===== config.mk =====
export PLATFORM = sky130hd
export DESIGN_NAME = radix_integer_scanner
export DESIGN_NICKNAME = d
export VERILOG_FILES = /design/src/design/rsc_pkg.sv /design/src/design/radix_integer_scanner.sv /design/src/design/rsc_digit_mac.sv
export SDC_FILE = /design/constraint.sdc
export NUM_CORES = 1
export LEC_CHECK = 0
export ABC_AREA = 1
export BUFFER_PORTS_ARGS = -buffer_cell sky130_fd_sc_hd__buf_4
export CAP_MARGIN = 20
export CORE_MARGIN = 1
export CORE_UTILIZATION = 30
export CTS_CLUSTER_SIZE = 25
export DETAILED_ROUTE_END_ITERATION = 12
export HOLD_SLACK_MARGIN = 0.06
export MAX_ROUTING_LAYER = met4
export PLACE_DENSITY = 0.42
export REMOVE_ABC_BUFFERS = 1
export SETUP_SLACK_MARGIN = 0.5
export SLEW_MARGIN = 20
export SYNTH_ARGS = -nofsm -noshare
export SYNTH_HDL_FRONTEND = slang
export SYNTH_HIERARCHICAL = 1
export SYNTH_SLANG_ARGS = --single-unit

===== constraint.sdc =====
create_clock -name clk -period 17 [get_ports clk]
set_input_delay 1.7 -clock clk [delete_from_list [all_inputs] [get_ports clk]]
set_output_delay 1.7 -clock clk [all_outputs]
set_load 0.1 [all_outputs]

===== src/design/rsc_pkg.sv =====
// Shared types and constants for the radix integer scanner.
package rsc_pkg;

    localparam int unsigned MAX_SPAN_DEFAULT = 65535;

    localparam int CHAR_W   = 8;
    localparam int RADIX_W  = 6;
    localparam int DIGIT_W  = 6;
    localparam int ACC_W    = 64;
    localparam int CNT_W    = 16;
    localparam int SPAN_W   = 16;
    localparam int STATUS_W = 3;
    localparam int NTYPE_W  = 2;
    localparam int APB_AW   = 3;
    localparam int APB_DW   = 32;

    localparam logic [RADIX_W-1:0] RADIX_RESET = 6'd10;
    localparam logic [RADIX_W-1:0] RADIX_MIN   = 6'd2;
    localparam logic [RADIX_W-1:0] RADIX_MAX   = 6'd36;
    localparam logic [DIGIT_W-1:0] ALPHA_BASE  = 6'd10;

    localparam logic [CHAR_W-1:0] CH_0     = 8'h30;
    localparam logic [CHAR_W-1:0] CH_9     = 8'h39;
    localparam logic [CHAR_W-1:0] CH_UP_A  = 8'h41;
    localparam logic [CHAR_W-1:0] CH_UP_Z  = 8'h5A;
    localparam logic [CHAR_W-1:0] CH_LO_A  = 8'h61;
    localparam logic [CHAR_W-1:0] CH_LO_Z  = 8'h7A;
    localparam logic [CHAR_W-1:0] CH_MINUS = 8'h2D;
    localparam logic [CHAR_W-1:0] CH_PLUS  = 8'h2B;

    typedef enum logic [NTYPE_W-1:0] {
        NT_INT64  = 2'd0,
        NT_INT32  = 2'd1,
        NT_UINT64 = 2'd2,
        NT_UINT32 = 2'd3
    } num_type_t;

    typedef enum logic [STATUS_W-1:0] {
        ST_OK        = 3'd0,
        ST_BAD_RADIX = 3'd1,
        ST_NO_DIGITS = 3'd2,
        ST_OVERFLOW  = 3'd3,
        ST_RANGE     = 3'd4
    } status_t;

    typedef enum logic [2:0] {
        PH_IDLE   = 3'b001,
        PH_START  = 3'b010,
        PH_DIGITS = 3'b100
    } phase_t;

    typedef enum logic [0:0] {
        REG_RADIX    = 1'b0,
        REG_NUM_TYPE = 1'b1
    } reg_idx_t;

    typedef struct packed {
        logic is_digit;
        logic carry;
    } mac_flags_t;

endpackage


===== src/design/radix_integer_scanner.sv =====
// Top level: byte-stream integer parser with APB configuration.
//
// channel  | dir | handshake              | payload
// input    | in  | in_valid / in_ready    | char_code, first, last
// result   | out | out_valid / out_ready  | value, negative, status, span_length
// config   | in  | APB psel/penable       | radix @0x0, number_type @0x4
//
// One byte per cycle sustained while the result register is not stalled; a byte is held in the input register, then the
// digit multiply-accumulate and end-of-number checks load the result register.
// Reset: radix 10, int64, no scan active, both registers empty.
// A stalled result beat holds the input register; bytes keep flowing while the
// result register is empty or being drained.
module radix_integer_scanner #(
    parameter int unsigned MAX_SPAN = rsc_pkg::MAX_SPAN_DEFAULT
) (
    input  logic                          clk,
    input  logic                          rst_n,
    input  logic                          psel,
    input  logic                          penable,
    input  logic                          pwrite,
    input  logic [rsc_pkg::APB_AW-1:0]    paddr,
    input  logic [rsc_pkg::APB_DW-1:0]    pwdata,
    output logic [rsc_pkg::APB_DW-1:0]    prdata,
    output logic                          pready,
    input  logic                          in_valid,
    output logic                          in_ready,
    input  logic [rsc_pkg::CHAR_W-1:0]    char_code,
    input  logic                          first,
    input  logic                          last,
    output logic                          out_valid,
    input  logic                          out_ready,
    output logic [rsc_pkg::ACC_W-1:0]     value,
    output logic                          negative,
    output logic [rsc_pkg::STATUS_W-1:0]  status,
    output logic [rsc_pkg::SPAN_W-1:0]    span_length
);

    localparam int SPAN_FULL_W = rsc_pkg::CNT_W + 1;
    localparam logic [SPAN_FULL_W-1:0] SPAN_CAP =
        (MAX_SPAN > 32'd65535) ? SPAN_FULL_W'(65535) : SPAN_FULL_W'(MAX_SPAN);
    localparam logic [rsc_pkg::CNT_W-1:0] CNT_SAT = '1;
    localparam logic [rsc_pkg::ACC_W-1:0] LIM_I64_POS = {1'b0, {(rsc_pkg::ACC_W-1){1'b1}}};
    localparam logic [rsc_pkg::ACC_W-1:0] LIM_I64_NEG = {1'b1, {(rsc_pkg::ACC_W-1){1'b0}}};
    localparam logic [rsc_pkg::ACC_W-1:0] LIM_I32_POS = 64'h0000_0000_7FFF_FFFF;
    localparam logic [rsc_pkg::ACC_W-1:0] LIM_I32_NEG = 64'h0000_0000_8000_0000;
    localparam logic [rsc_pkg::ACC_W-1:0] LIM_U64     = '1;
    localparam logic [rsc_pkg::ACC_W-1:0] LIM_U32     = 64'h0000_0000_FFFF_FFFF;

    // configuration
    logic [rsc_pkg::RADIX_W-1:0] radix_reg;
    rsc_pkg::num_type_t          number_type_reg;
    logic                        cfg_wr;

    // input register
    logic                        in_valid_reg;
    logic [rsc_pkg::CHAR_W-1:0]  char_reg;
    logic                        first_reg;
    logic                        last_reg;

    // scan state
    logic [rsc_pkg::ACC_W-1:0]   acc_reg, acc_next;
    logic [rsc_pkg::CNT_W-1:0]   cnt_reg, cnt_next;
    logic                        minus_reg, minus_next;
    logic                        sign_reg, sign_next;
    logic                        ovf_reg, ovf_next;
    rsc_pkg::phase_t             phase_reg, phase_next;

    // result register
    logic                        out_valid_reg;
    logic [rsc_pkg::ACC_W-1:0]   value_reg, value_next;
    logic                        neg_reg, neg_next;
    rsc_pkg::status_t            status_reg, status_next;
    logic [rsc_pkg::SPAN_W-1:0]  span_reg, span_next;

    logic                        out_free;
    logic                        advance;
    logic                        emit;
    logic                        bad_radix;

    logic [rsc_pkg::ACC_W-1:0]   acc_eff;
    logic [rsc_pkg::CNT_W-1:0]   cnt_eff;
    logic                        minus_eff, sign_eff, ovf_eff;
    rsc_pkg::phase_t             phase_eff;

    logic [rsc_pkg::ACC_W-1:0]   mac_acc;
    rsc_pkg::mac_flags_t         mac_flags;

    logic                        radix_ok;
    logic                        signed_type;
    logic                        sign_char;
    logic [rsc_pkg::ACC_W-1:0]   limit;
    logic [SPAN_FULL_W-1:0]      span_full;
    logic [SPAN_FULL_W-1:0]      span_capped;

    // ---------------- APB ----------------
    assign pready = 1'b1;
    assign cfg_wr = psel && penable && pwrite && pready;

    always_comb
    begin
        case (rsc_pkg::reg_idx_t'(paddr[2]))
            rsc_pkg::REG_RADIX:    prdata = rsc_pkg::APB_DW'(radix_reg);
            rsc_pkg::REG_NUM_TYPE: prdata = rsc_pkg::APB_DW'(number_type_reg);
            default:               prdata = '0;
        endcase
    end

    always_ff @(posedge clk or negedge rst_n)
    begin
        if (!rst_n)
        begin
            radix_reg       <= rsc_pkg::RADIX_RESET;
            number_type_reg <= rsc_pkg::NT_INT64;
        end
        else if (cfg_wr)
        begin
            case (rsc_pkg::reg_idx_t'(paddr[2]))
                rsc_pkg::REG_RADIX:    radix_reg <= pwdata[rsc_pkg::RADIX_W-1:0];
                rsc_pkg::REG_NUM_TYPE:
                    number_type_reg <= rsc_pkg::num_type_t'(pwdata[rsc_pkg::NTYPE_W-1:0]);
                default: ;
            endcase
        end
    end

    // ---------------- handshake ----------------
    assign out_free = !out_valid_reg || out_ready;
    assign advance  = in_valid_reg && out_free;
    assign in_ready = !in_valid_reg || out_free;

    always_ff @(posedge clk or negedge rst_n)
    begin
        if (!rst_n)
        begin
            in_valid_reg <= 1'b0;
        end
        else if (in_valid && in_ready)
        begin
            in_valid_reg <= 1'b1;
        end
        else if (advance)
        begin
            in_valid_reg <= 1'b0;
        end
    end

    always_ff @(posedge clk)
    begin
        if (in_valid && in_ready)
        begin
            char_reg  <= char_code;
            first_reg <= first;
            last_reg  <= last;
        end
    end

    // ---------------- scan step ----------------
    assign acc_eff   = first_reg ? '0 : acc_reg;
    assign cnt_eff   = first_reg ? '0 : cnt_reg;
    assign minus_eff = first_reg ? 1'b0 : minus_reg;
    assign sign_eff  = first_reg ? 1'b0 : sign_reg;
    assign ovf_eff   = first_reg ? 1'b0 : ovf_reg;
    assign phase_eff = first_reg ? rsc_pkg::PH_START : phase_reg;

    rsc_digit_mac u_mac (
        .char_code (char_reg),
        .radix     (radix_reg),
        .acc       (acc_eff),
        .acc_next  (mac_acc),
        .flags     (mac_flags)
    );

    assign radix_ok    = (radix_reg >= rsc_pkg::RADIX_MIN) && (radix_reg <= rsc_pkg::RADIX_MAX);
    assign signed_type = (number_type_reg == rsc_pkg::NT_INT64) ||
                         (number_type_reg == rsc_pkg::NT_INT32);
    assign sign_char   = (char_reg == rsc_pkg::CH_MINUS) || (char_reg == rsc_pkg::CH_PLUS);

    always_comb
    begin
        acc_next   = acc_eff;
        cnt_next   = cnt_eff;
        minus_next = minus_eff;
        sign_next  = sign_eff;
        ovf_next   = ovf_eff;
        phase_next = phase_eff;
        emit       = 1'b0;
        bad_radix  = 1'b0;
        if (phase_eff != rsc_pkg::PH_IDLE)
        begin
            if (!radix_ok)
            begin
                emit      = 1'b1;
                bad_radix = 1'b1;
            end
            else if (phase_eff == rsc_pkg::PH_START && signed_type && sign_char)
            begin
                sign_next  = 1'b1;
                minus_next = (char_reg == rsc_pkg::CH_MINUS);
                phase_next = rsc_pkg::PH_DIGITS;
                emit       = last_reg;
            end
            else
            begin
                phase_next = rsc_pkg::PH_DIGITS;
                if (!mac_flags.is_digit)
                begin
                    // terminator: not consumed
                    emit = 1'b1;
                end
                else
                begin
                    if (mac_flags.carry)
                    begin
                        ovf_next = 1'b1;
                    end
                    else
                    begin
                        acc_next = mac_acc;
                    end
                    if (cnt_eff != CNT_SAT)
                    begin
                        cnt_next = cnt_eff + 1'b1;
                    end
                    emit = last_reg;
                end
            end
            if (emit)
            begin
                phase_next = rsc_pkg::PH_IDLE;
            end
        end
    end

    // ---------------- end of number ----------------
    always_comb
    begin
        case (number_type_reg)
            rsc_pkg::NT_INT64:  limit = minus_next ? LIM_I64_NEG : LIM_I64_POS;
            rsc_pkg::NT_INT32:  limit = minus_next ? LIM_I32_NEG : LIM_I32_POS;
            rsc_pkg::NT_UINT64: limit = LIM_U64;
            default:            limit = LIM_U32;
        endcase
    end

    assign span_full   = SPAN_FULL_W'(cnt_next) + SPAN_FULL_W'(sign_next);
    assign span_capped = (span_full > SPAN_CAP) ? SPAN_CAP : span_full;

    always_comb
    begin
        value_next  = '0;
        neg_next    = minus_next;
        span_next   = '0;
        if (bad_radix)
        begin
            status_next = rsc_pkg::ST_BAD_RADIX;
            neg_next    = 1'b0;
        end
        else if (cnt_next == '0)
        begin
            status_next = rsc_pkg::ST_NO_DIGITS;
        end
        else if (ovf_next)
        begin
            status_next = rsc_pkg::ST_OVERFLOW;
        end
        else if (acc_next > limit)
        begin
            status_next = rsc_pkg::ST_RANGE;
        end
        else
        begin
            status_next = rsc_pkg::ST_OK;
            value_next  = minus_next ? (~acc_next + 1'b1) : acc_next;
            span_next   = span_capped[rsc_pkg::SPAN_W-1:0];
        end
    end

    always_ff @(posedge clk or negedge rst_n)
    begin
        if (!rst_n)
        begin
            acc_reg   <= '0;
            cnt_reg   <= '0;
            minus_reg <= 1'b0;
            sign_reg  <= 1'b0;
            ovf_reg   <= 1'b0;
            phase_reg <= rsc_pkg::PH_IDLE;
        end
        else if (advance)
        begin
            acc_reg   <= acc_next;
            cnt_reg   <= cnt_next;
            minus_reg <= minus_next;
            sign_reg  <= sign_next;
            ovf_reg   <= ovf_next;
            phase_reg <= phase_next;
        end
    end

    // ---------------- result register ----------------
    always_ff @(posedge clk or negedge rst_n)
    begin
        if (!rst_n)
        begin
            out_valid_reg <= 1'b0;
        end
        else if (advance && emit)
        begin
            out_valid_reg <= 1'b1;
        end
        else if (out_ready)
        begin
            out_valid_reg <= 1'b0;
        end
    end

    always_ff @(posedge clk)
    begin
        if (advance && emit)
        begin
            value_reg  <= value_next;
            neg_reg    <= neg_next;
            status_reg <= status_next;
            span_reg   <= span_next;
        end
    end

    assign out_valid   = out_valid_reg;
    assign value       = value_reg;
    assign negative    = neg_reg;
    assign status      = status_reg;
    assign span_length = span_reg;

    // ---------------- assertions ----------------
    a_bad_radix_reported: assert property (@(posedge clk) disable iff (!rst_n)
        advance && (phase_eff != rsc_pkg::PH_IDLE) && !radix_ok
        |=> out_valid_reg && (status_reg == rsc_pkg::ST_BAD_RADIX))
        else $error("bad radix not reported");

    a_fail_zeroed: assert property (@(posedge clk) disable iff (!rst_n)
        out_valid_reg && (status_reg != rsc_pkg::ST_OK) |-> (value_reg == '0) && (span_reg == '0))
        else $error("failed result carries value or span");

    a_ok_has_span: assert property (@(posedge clk) disable iff (!rst_n)
        out_valid_reg && (status_reg == rsc_pkg::ST_OK) |-> (span_reg != '0))
        else $error("ok result with empty span");

    a_no_overwrite: assert property (@(posedge clk) disable iff (!rst_n)
        out_valid_reg && !out_ready |-> !advance)
        else $error("result register overwritten while stalled");

endmodule


===== src/design/rsc_digit_mac.sv =====
// Digit decode and one multiply-accumulate step with 64-bit overflow detect.
module rsc_digit_mac (
    input  logic [rsc_pkg::CHAR_W-1:0]  char_code,
    input  logic [rsc_pkg::RADIX_W-1:0] radix,
    input  logic [rsc_pkg::ACC_W-1:0]   acc,
    output logic [rsc_pkg::ACC_W-1:0]   acc_next,
    output rsc_pkg::mac_flags_t         flags
);

    localparam int PROD_W = rsc_pkg::ACC_W + rsc_pkg::RADIX_W;
    localparam int SUM_W  = PROD_W + 1;

    logic [rsc_pkg::DIGIT_W-1:0] digit;
    logic                        alnum;
    logic [PROD_W-1:0]           prod;
    logic [SUM_W-1:0]            sum;

    always_comb
    begin
        alnum = 1'b1;
        digit = '0;
        if (char_code >= rsc_pkg::CH_0 && char_code <= rsc_pkg::CH_9)
        begin
            digit = rsc_pkg::DIGIT_W'(char_code - rsc_pkg::CH_0);
        end
        else if (char_code >= rsc_pkg::CH_UP_A && char_code <= rsc_pkg::CH_UP_Z)
        begin
            digit = rsc_pkg::DIGIT_W'(char_code - rsc_pkg::CH_UP_A) + rsc_pkg::ALPHA_BASE;
        end
        else if (char_code >= rsc_pkg::CH_LO_A && char_code <= rsc_pkg::CH_LO_Z)
        begin
            digit = rsc_pkg::DIGIT_W'(char_code - rsc_pkg::CH_LO_A) + rsc_pkg::ALPHA_BASE;
        end
        else
        begin
            alnum = 1'b0;
        end
    end

    assign prod = PROD_W'(acc) * PROD_W'(radix);
    assign sum  = SUM_W'(prod) + SUM_W'(digit);

    assign acc_next       = sum[rsc_pkg::ACC_W-1:0];
    assign flags.is_digit = alnum && (digit < radix);
    assign flags.carry    = |sum[SUM_W-1:rsc_pkg::ACC_W];

endmodule

Word level (Yosys, flattened, before mapping)
Index checks and enable logic that the tools add are counted.
Widths: inputs -> output; s select.

operators by class
  add/sub/neg operators = 9
  $mul = 1
  divide/modulo/power cells = 0
  magnitude comparators = 11
  equal/unequal tests = 7
  shifts and indexed selects = 0
  multiplexer cells = 56
  bitwise operators = 2
  reductions and logical operators = 27

operators by type and width
  kind                   number
  $mux 64                8
  $pmux 64 s3            1
  $mux 16                7
  $add 70x6->71          1
  $mul 64x6->70          1
  $add 64x1->64 const B  1
  $gt 64x64->1           1
  $not 64->64            1
  $pmux 32 s2            1
  $mux 32                1
  $mux 1                 28
  $mux 6                 3
  $add 16x1->17          1
  $gt 17x16->1 const B   1
  $add 16x1->16 const B  1
  $eq 8x6->1 const B     2
  $ge 8x7->1 const B     2
  $le 8x7->1 const B     2
  $logic_not 16->1       1
  $ne 16x16->1 const B   1
  $mux 3                 5
  $add 6x4->6 const B    2
  $logic_and 1x1->1      12
  $sub 6x6->6 const B    2
  20 further kinds       27

storage, ports and cells
  register bits after elaboration = 190
  latch bits = 0
  RAM bits = 0
  ROM bits = 0
  bits of input ports = 52
  output and inout bits = 119
  word-level logic and storage cells = 131
  memories kept = 0

Longest topological paths before layout
  depth after elaboration = 16
  gate-level depth with buffers = 57
  mapped depth without buffers = 51

Cells and area by module
The synthesis kept the hierarchy.

by module, submodules not included
  module                 times used  cells an instance  area an instance (µm²)  seq. area each (µm²)
  rsc_digit_mac          1           2309               15199.6                 0.0
  radix_integer_scanner  1           1812               13050.0                 5228.8

Worst setup path before layout
Ideal clock, no wire load.

  kind = reg-to-reg
  start point = register first_reg
  end point = register value_reg, in the netlist value[62], data pin
  setup time = 138 ps
  arrival time = 7953 ps
  data required time = 16862 ps
  slack = 8908 ps
  cell stages (with the launch flop) = 47
  buffers on the path = 9
  clock period less this slack = 8092 ps
  cells stage by stage = edfxtp_1 buf_6 inv_8 buf_6 buf_2 buf_2 buf_1 nand2_1 inv_1 nand2_1 fa_1 fa_1 fa_1 inv_1 ha_1 ha_1 a21oi_1 o21ai_0 [... 11 more ...] nand4_4 buf_6 buf_4 buf_2 o21ai_0 inv_1 ha_1 nand2_1 nor3_1 nand2_1 nor4_1 o2111ai_1 a21oi_1 nand4_1 nand2_1 nand2_4 buf_6 nor2_1

RTL lines
  item                    RTL line                      source
  from (decl)             radix_integer_scanner.sv:57   logic first_reg;
  from (signal assigned)  radix_integer_scanner.sv:152  first_reg <= first;
  to (signal assigned)    radix_integer_scanner.sv:321  value_reg <= value_next;
  to (decl)               radix_integer_scanner.sv:70   logic [rsc_pkg::ACC_W-1:0] value_reg, value_next;

==> reports/results.txt <==
Core area - 93300 um2
Hold_sp - acc_reg[51]$_DFFE_PN0P_
Ant diodes - 0
Via count - 24900
GPL Wtd Cong - 0.912
Main combinational cell family by area after synthesis - simple AND/OR/NAND/NOR gates
Via density - 4.58
DRC Markers - 1
Die Y - 309 um
Multiplexer share of the synthesized area - 0%
IO buf count - 115
Mapped Cells - 4121
Hold Crit Depth - 2
Yosys cell types - 62
Fraction of registers with async set or reset after synthesis - 50.5%
Crit-path max FO - 80
Number of H-tree levels - 4
Post-route ant nets - 0
Outcome - finished, violations left
Detail Placement HPWL - 74400 um
Die width - 309 um
CTS Hold Bufs - 0
Filler cells - 10300
Min Tclk post-route - 11.39 ns
Commonest non-fill, non-tap cell in the layout - nand2_1
Worst skew pair latency - 0.51 ns
Max VDD drop - 88.2 uV
Setup Buffers After CTS - 0
Post-synth EDFFs - 94
Synth Area in XOR/XNOR - 3.90%
Reg clk slew, reported paths - 0.08 ns
Drt initial violations - 1486
Final core utilization - 33.0%
Fmax - 87.8 MHz
Largest net degree at the start of global routing - 87
WP buf/inv - 11
First-pass GRT wire length - 146000 um
GRT Util Overall - 20.5%
CTS max path bufs - 2
DRT Pass-1 Iters - 9
Crit path depth - 45
Initial antenna violation count - 0
Crit-path slowest cell - nor4_1
Post-CTS resize count - 0
Dpl ws - 5.47 ns
Simple-gate share of the synthesized area - 28.2%
Complex-gate fraction of the synthesized area - 7.95%
Worst R2R Path Depth - 45
Failing checks - DRC
Lkg Pwr - 17.7 nW
Syn avg cell area - 6.86 um2
Setup CP Type - reg2reg
Critical Path RT - 17.33 ns
Yosys warnings - 6
Post-synthesis adder-cell area fraction - 26.7%
Crit. Startpoint - first_reg$_DFFE_PP_
Actual slew at the worst max-slew pin - 1.02 ns
CP Data Arrival Time - 11.72 ns
Setup TNS - 0 ns
CP max stage delay - 0.75 ns
CTS tree - yes
Area Growth Syn to Fin - 8.96%
WL final - 92600 um
Most frequent cells in the layout - nand2_1, inv_1, nor2_1
Io pins - 171
Worst setup EP type - flip-flop
Final setup skew - 0.0163 ns
GR Overflow Total - 0
Placed cell area - 30200 um2
Primary FF master, synth - edfxtp_1
PD cells - 114 nW/um2
Post-Syn Area - 28200 um2
CP delay by family, top - simple AND/OR/NAND/NOR gates
Final setup fails - 0
Post-synthesis sequential area ratio - 18.5%
Clock Sinks - 190
Final Cell Area - 30800 um2
Initial Util - 30.3%
Root Driver - clkbuf_16
Number of global-route vias before repair - 24900
PnR worst setup slack - 5.61 ns
Num CTS Buffers - 17
CP startpoint kind - flip-flop
Most used cell along the critical path - nand2_1
Final Hold Vio Count - 0
Layout Nets - 4676
Final slew viol count - 0
Hold_ws - 0.491 ns
Rel. slew slack - 32.0%
Launching point of the worst reg2reg path - first_reg$_DFFE_PP_
Max_cap viols - 0
HP Class - reg2reg
Drt wl/cell - 17.0 um
Unrepaired setup endpoints after global routing - false
FP Rows - 112
Final worst path period share - 67.0%
#FFs+latches synth - 190
Share of layout cells above drive strength 1 - 8.51%
Total die area - 95400 um2
==> worst register-to-register path, delay by kind of cell, from the launching register on <==
family	cells	cell delay [ns]
and+or+nand+nor	25	4.68
AOI/OAI and AO/OA	3	0.70
adders and majority gates	6	2.82
DFF	1	0.37
buffers and inverters	11	2.67
==> Yosys cell counts (18+ instances only) <==
cell type	number	area, um2
o21ai_0	164	821
inv_1	843	3160
xor2_1	100	876
buf_6	18	203
o21ai_1	22	110
nand2_2	32	200
xnor2_1	24	210
clkbuf_1	61	229
nor2_1	378	1420
fa_1	252	5040
buf_4	29	218
ha_1	200	2500
dfrtp_1	93	2330
a21oi_1	130	651
nor2_2	39	244
nand2_1	1235	4640
nor3_1	24	120
nand4_1	55	344
edfxtp_1	94	2820
inv_2	43	161
nand3_1	114	571
==> routing by layer <==
metal / up-vias / track usage (%) / part of all wire (%)
met4: 0 / 3.85 / 1.5
met2: 457 / 32.9 / 46
met5: - / - / 0
met1: 11900 / 28.2 / 49
li1: 12500 / - / -
met3: 60 / 1.65 / 3.3
==> worst paths after layout <==
path                                                  to  slack, ns
worst max-delay path             value[54]$_SDFFCE_PP0P_       5.61
worst min-delay path             acc_reg[51]$_DFFE_PN0P_       0.49
worst max register to register   value[54]$_SDFFCE_PP0P_       5.61
worst min register to register   acc_reg[51]$_DFFE_PN0P_       0.49
max in group asynchronous       radix_reg[4]$_DFFE_PN0P_      14.50
min in group asynchronous         acc_reg[0]$_DFFE_PN0P_       1.18
==> cell families after synthesis <==
family                   count (synthesis)
AND/OR/NAND/NOR                       1924
other                                    2
flip-flops                             190
adder cells (fa/ha/maj)                452
AO/OA/AOI/OAI                          401
buffers and inverters                 1027
XOR/XNOR                               125
==> final cells by class <==
type | count | area, um2 | share of cell area (%)
Tap cell | 1254 | 1570 | 5.10
Clock inverter | 13 | 121 | 0.394
Multi-Input combinational cell | 2929 | 19000 | 61.7
Inverter | 892 | 3360 | 10.9
Timing Repair Buffer | 142 | 1070 | 3.46
Clock buffer | 19 | 443 | 1.44
Sequential cell | 190 | 5230 | 17.0
==> where the power goes <==
group          switching [W]  internal (W)
Clock               0.000226      0.000197
Combinational        0.00179      0.000612
Sequential         0.0000715      0.000612
Total                0.00208       0.00142
==> through the flow <==
stage	instances	total power (W)
floorplan	4011	0.00241
global placement	5407	0.00311
detailed placement	5407	0.00311
CTS	5439	0.00355
global route	5439	0.00381
finish	5439	0.00350
Power figures use the tool's default switching activity.
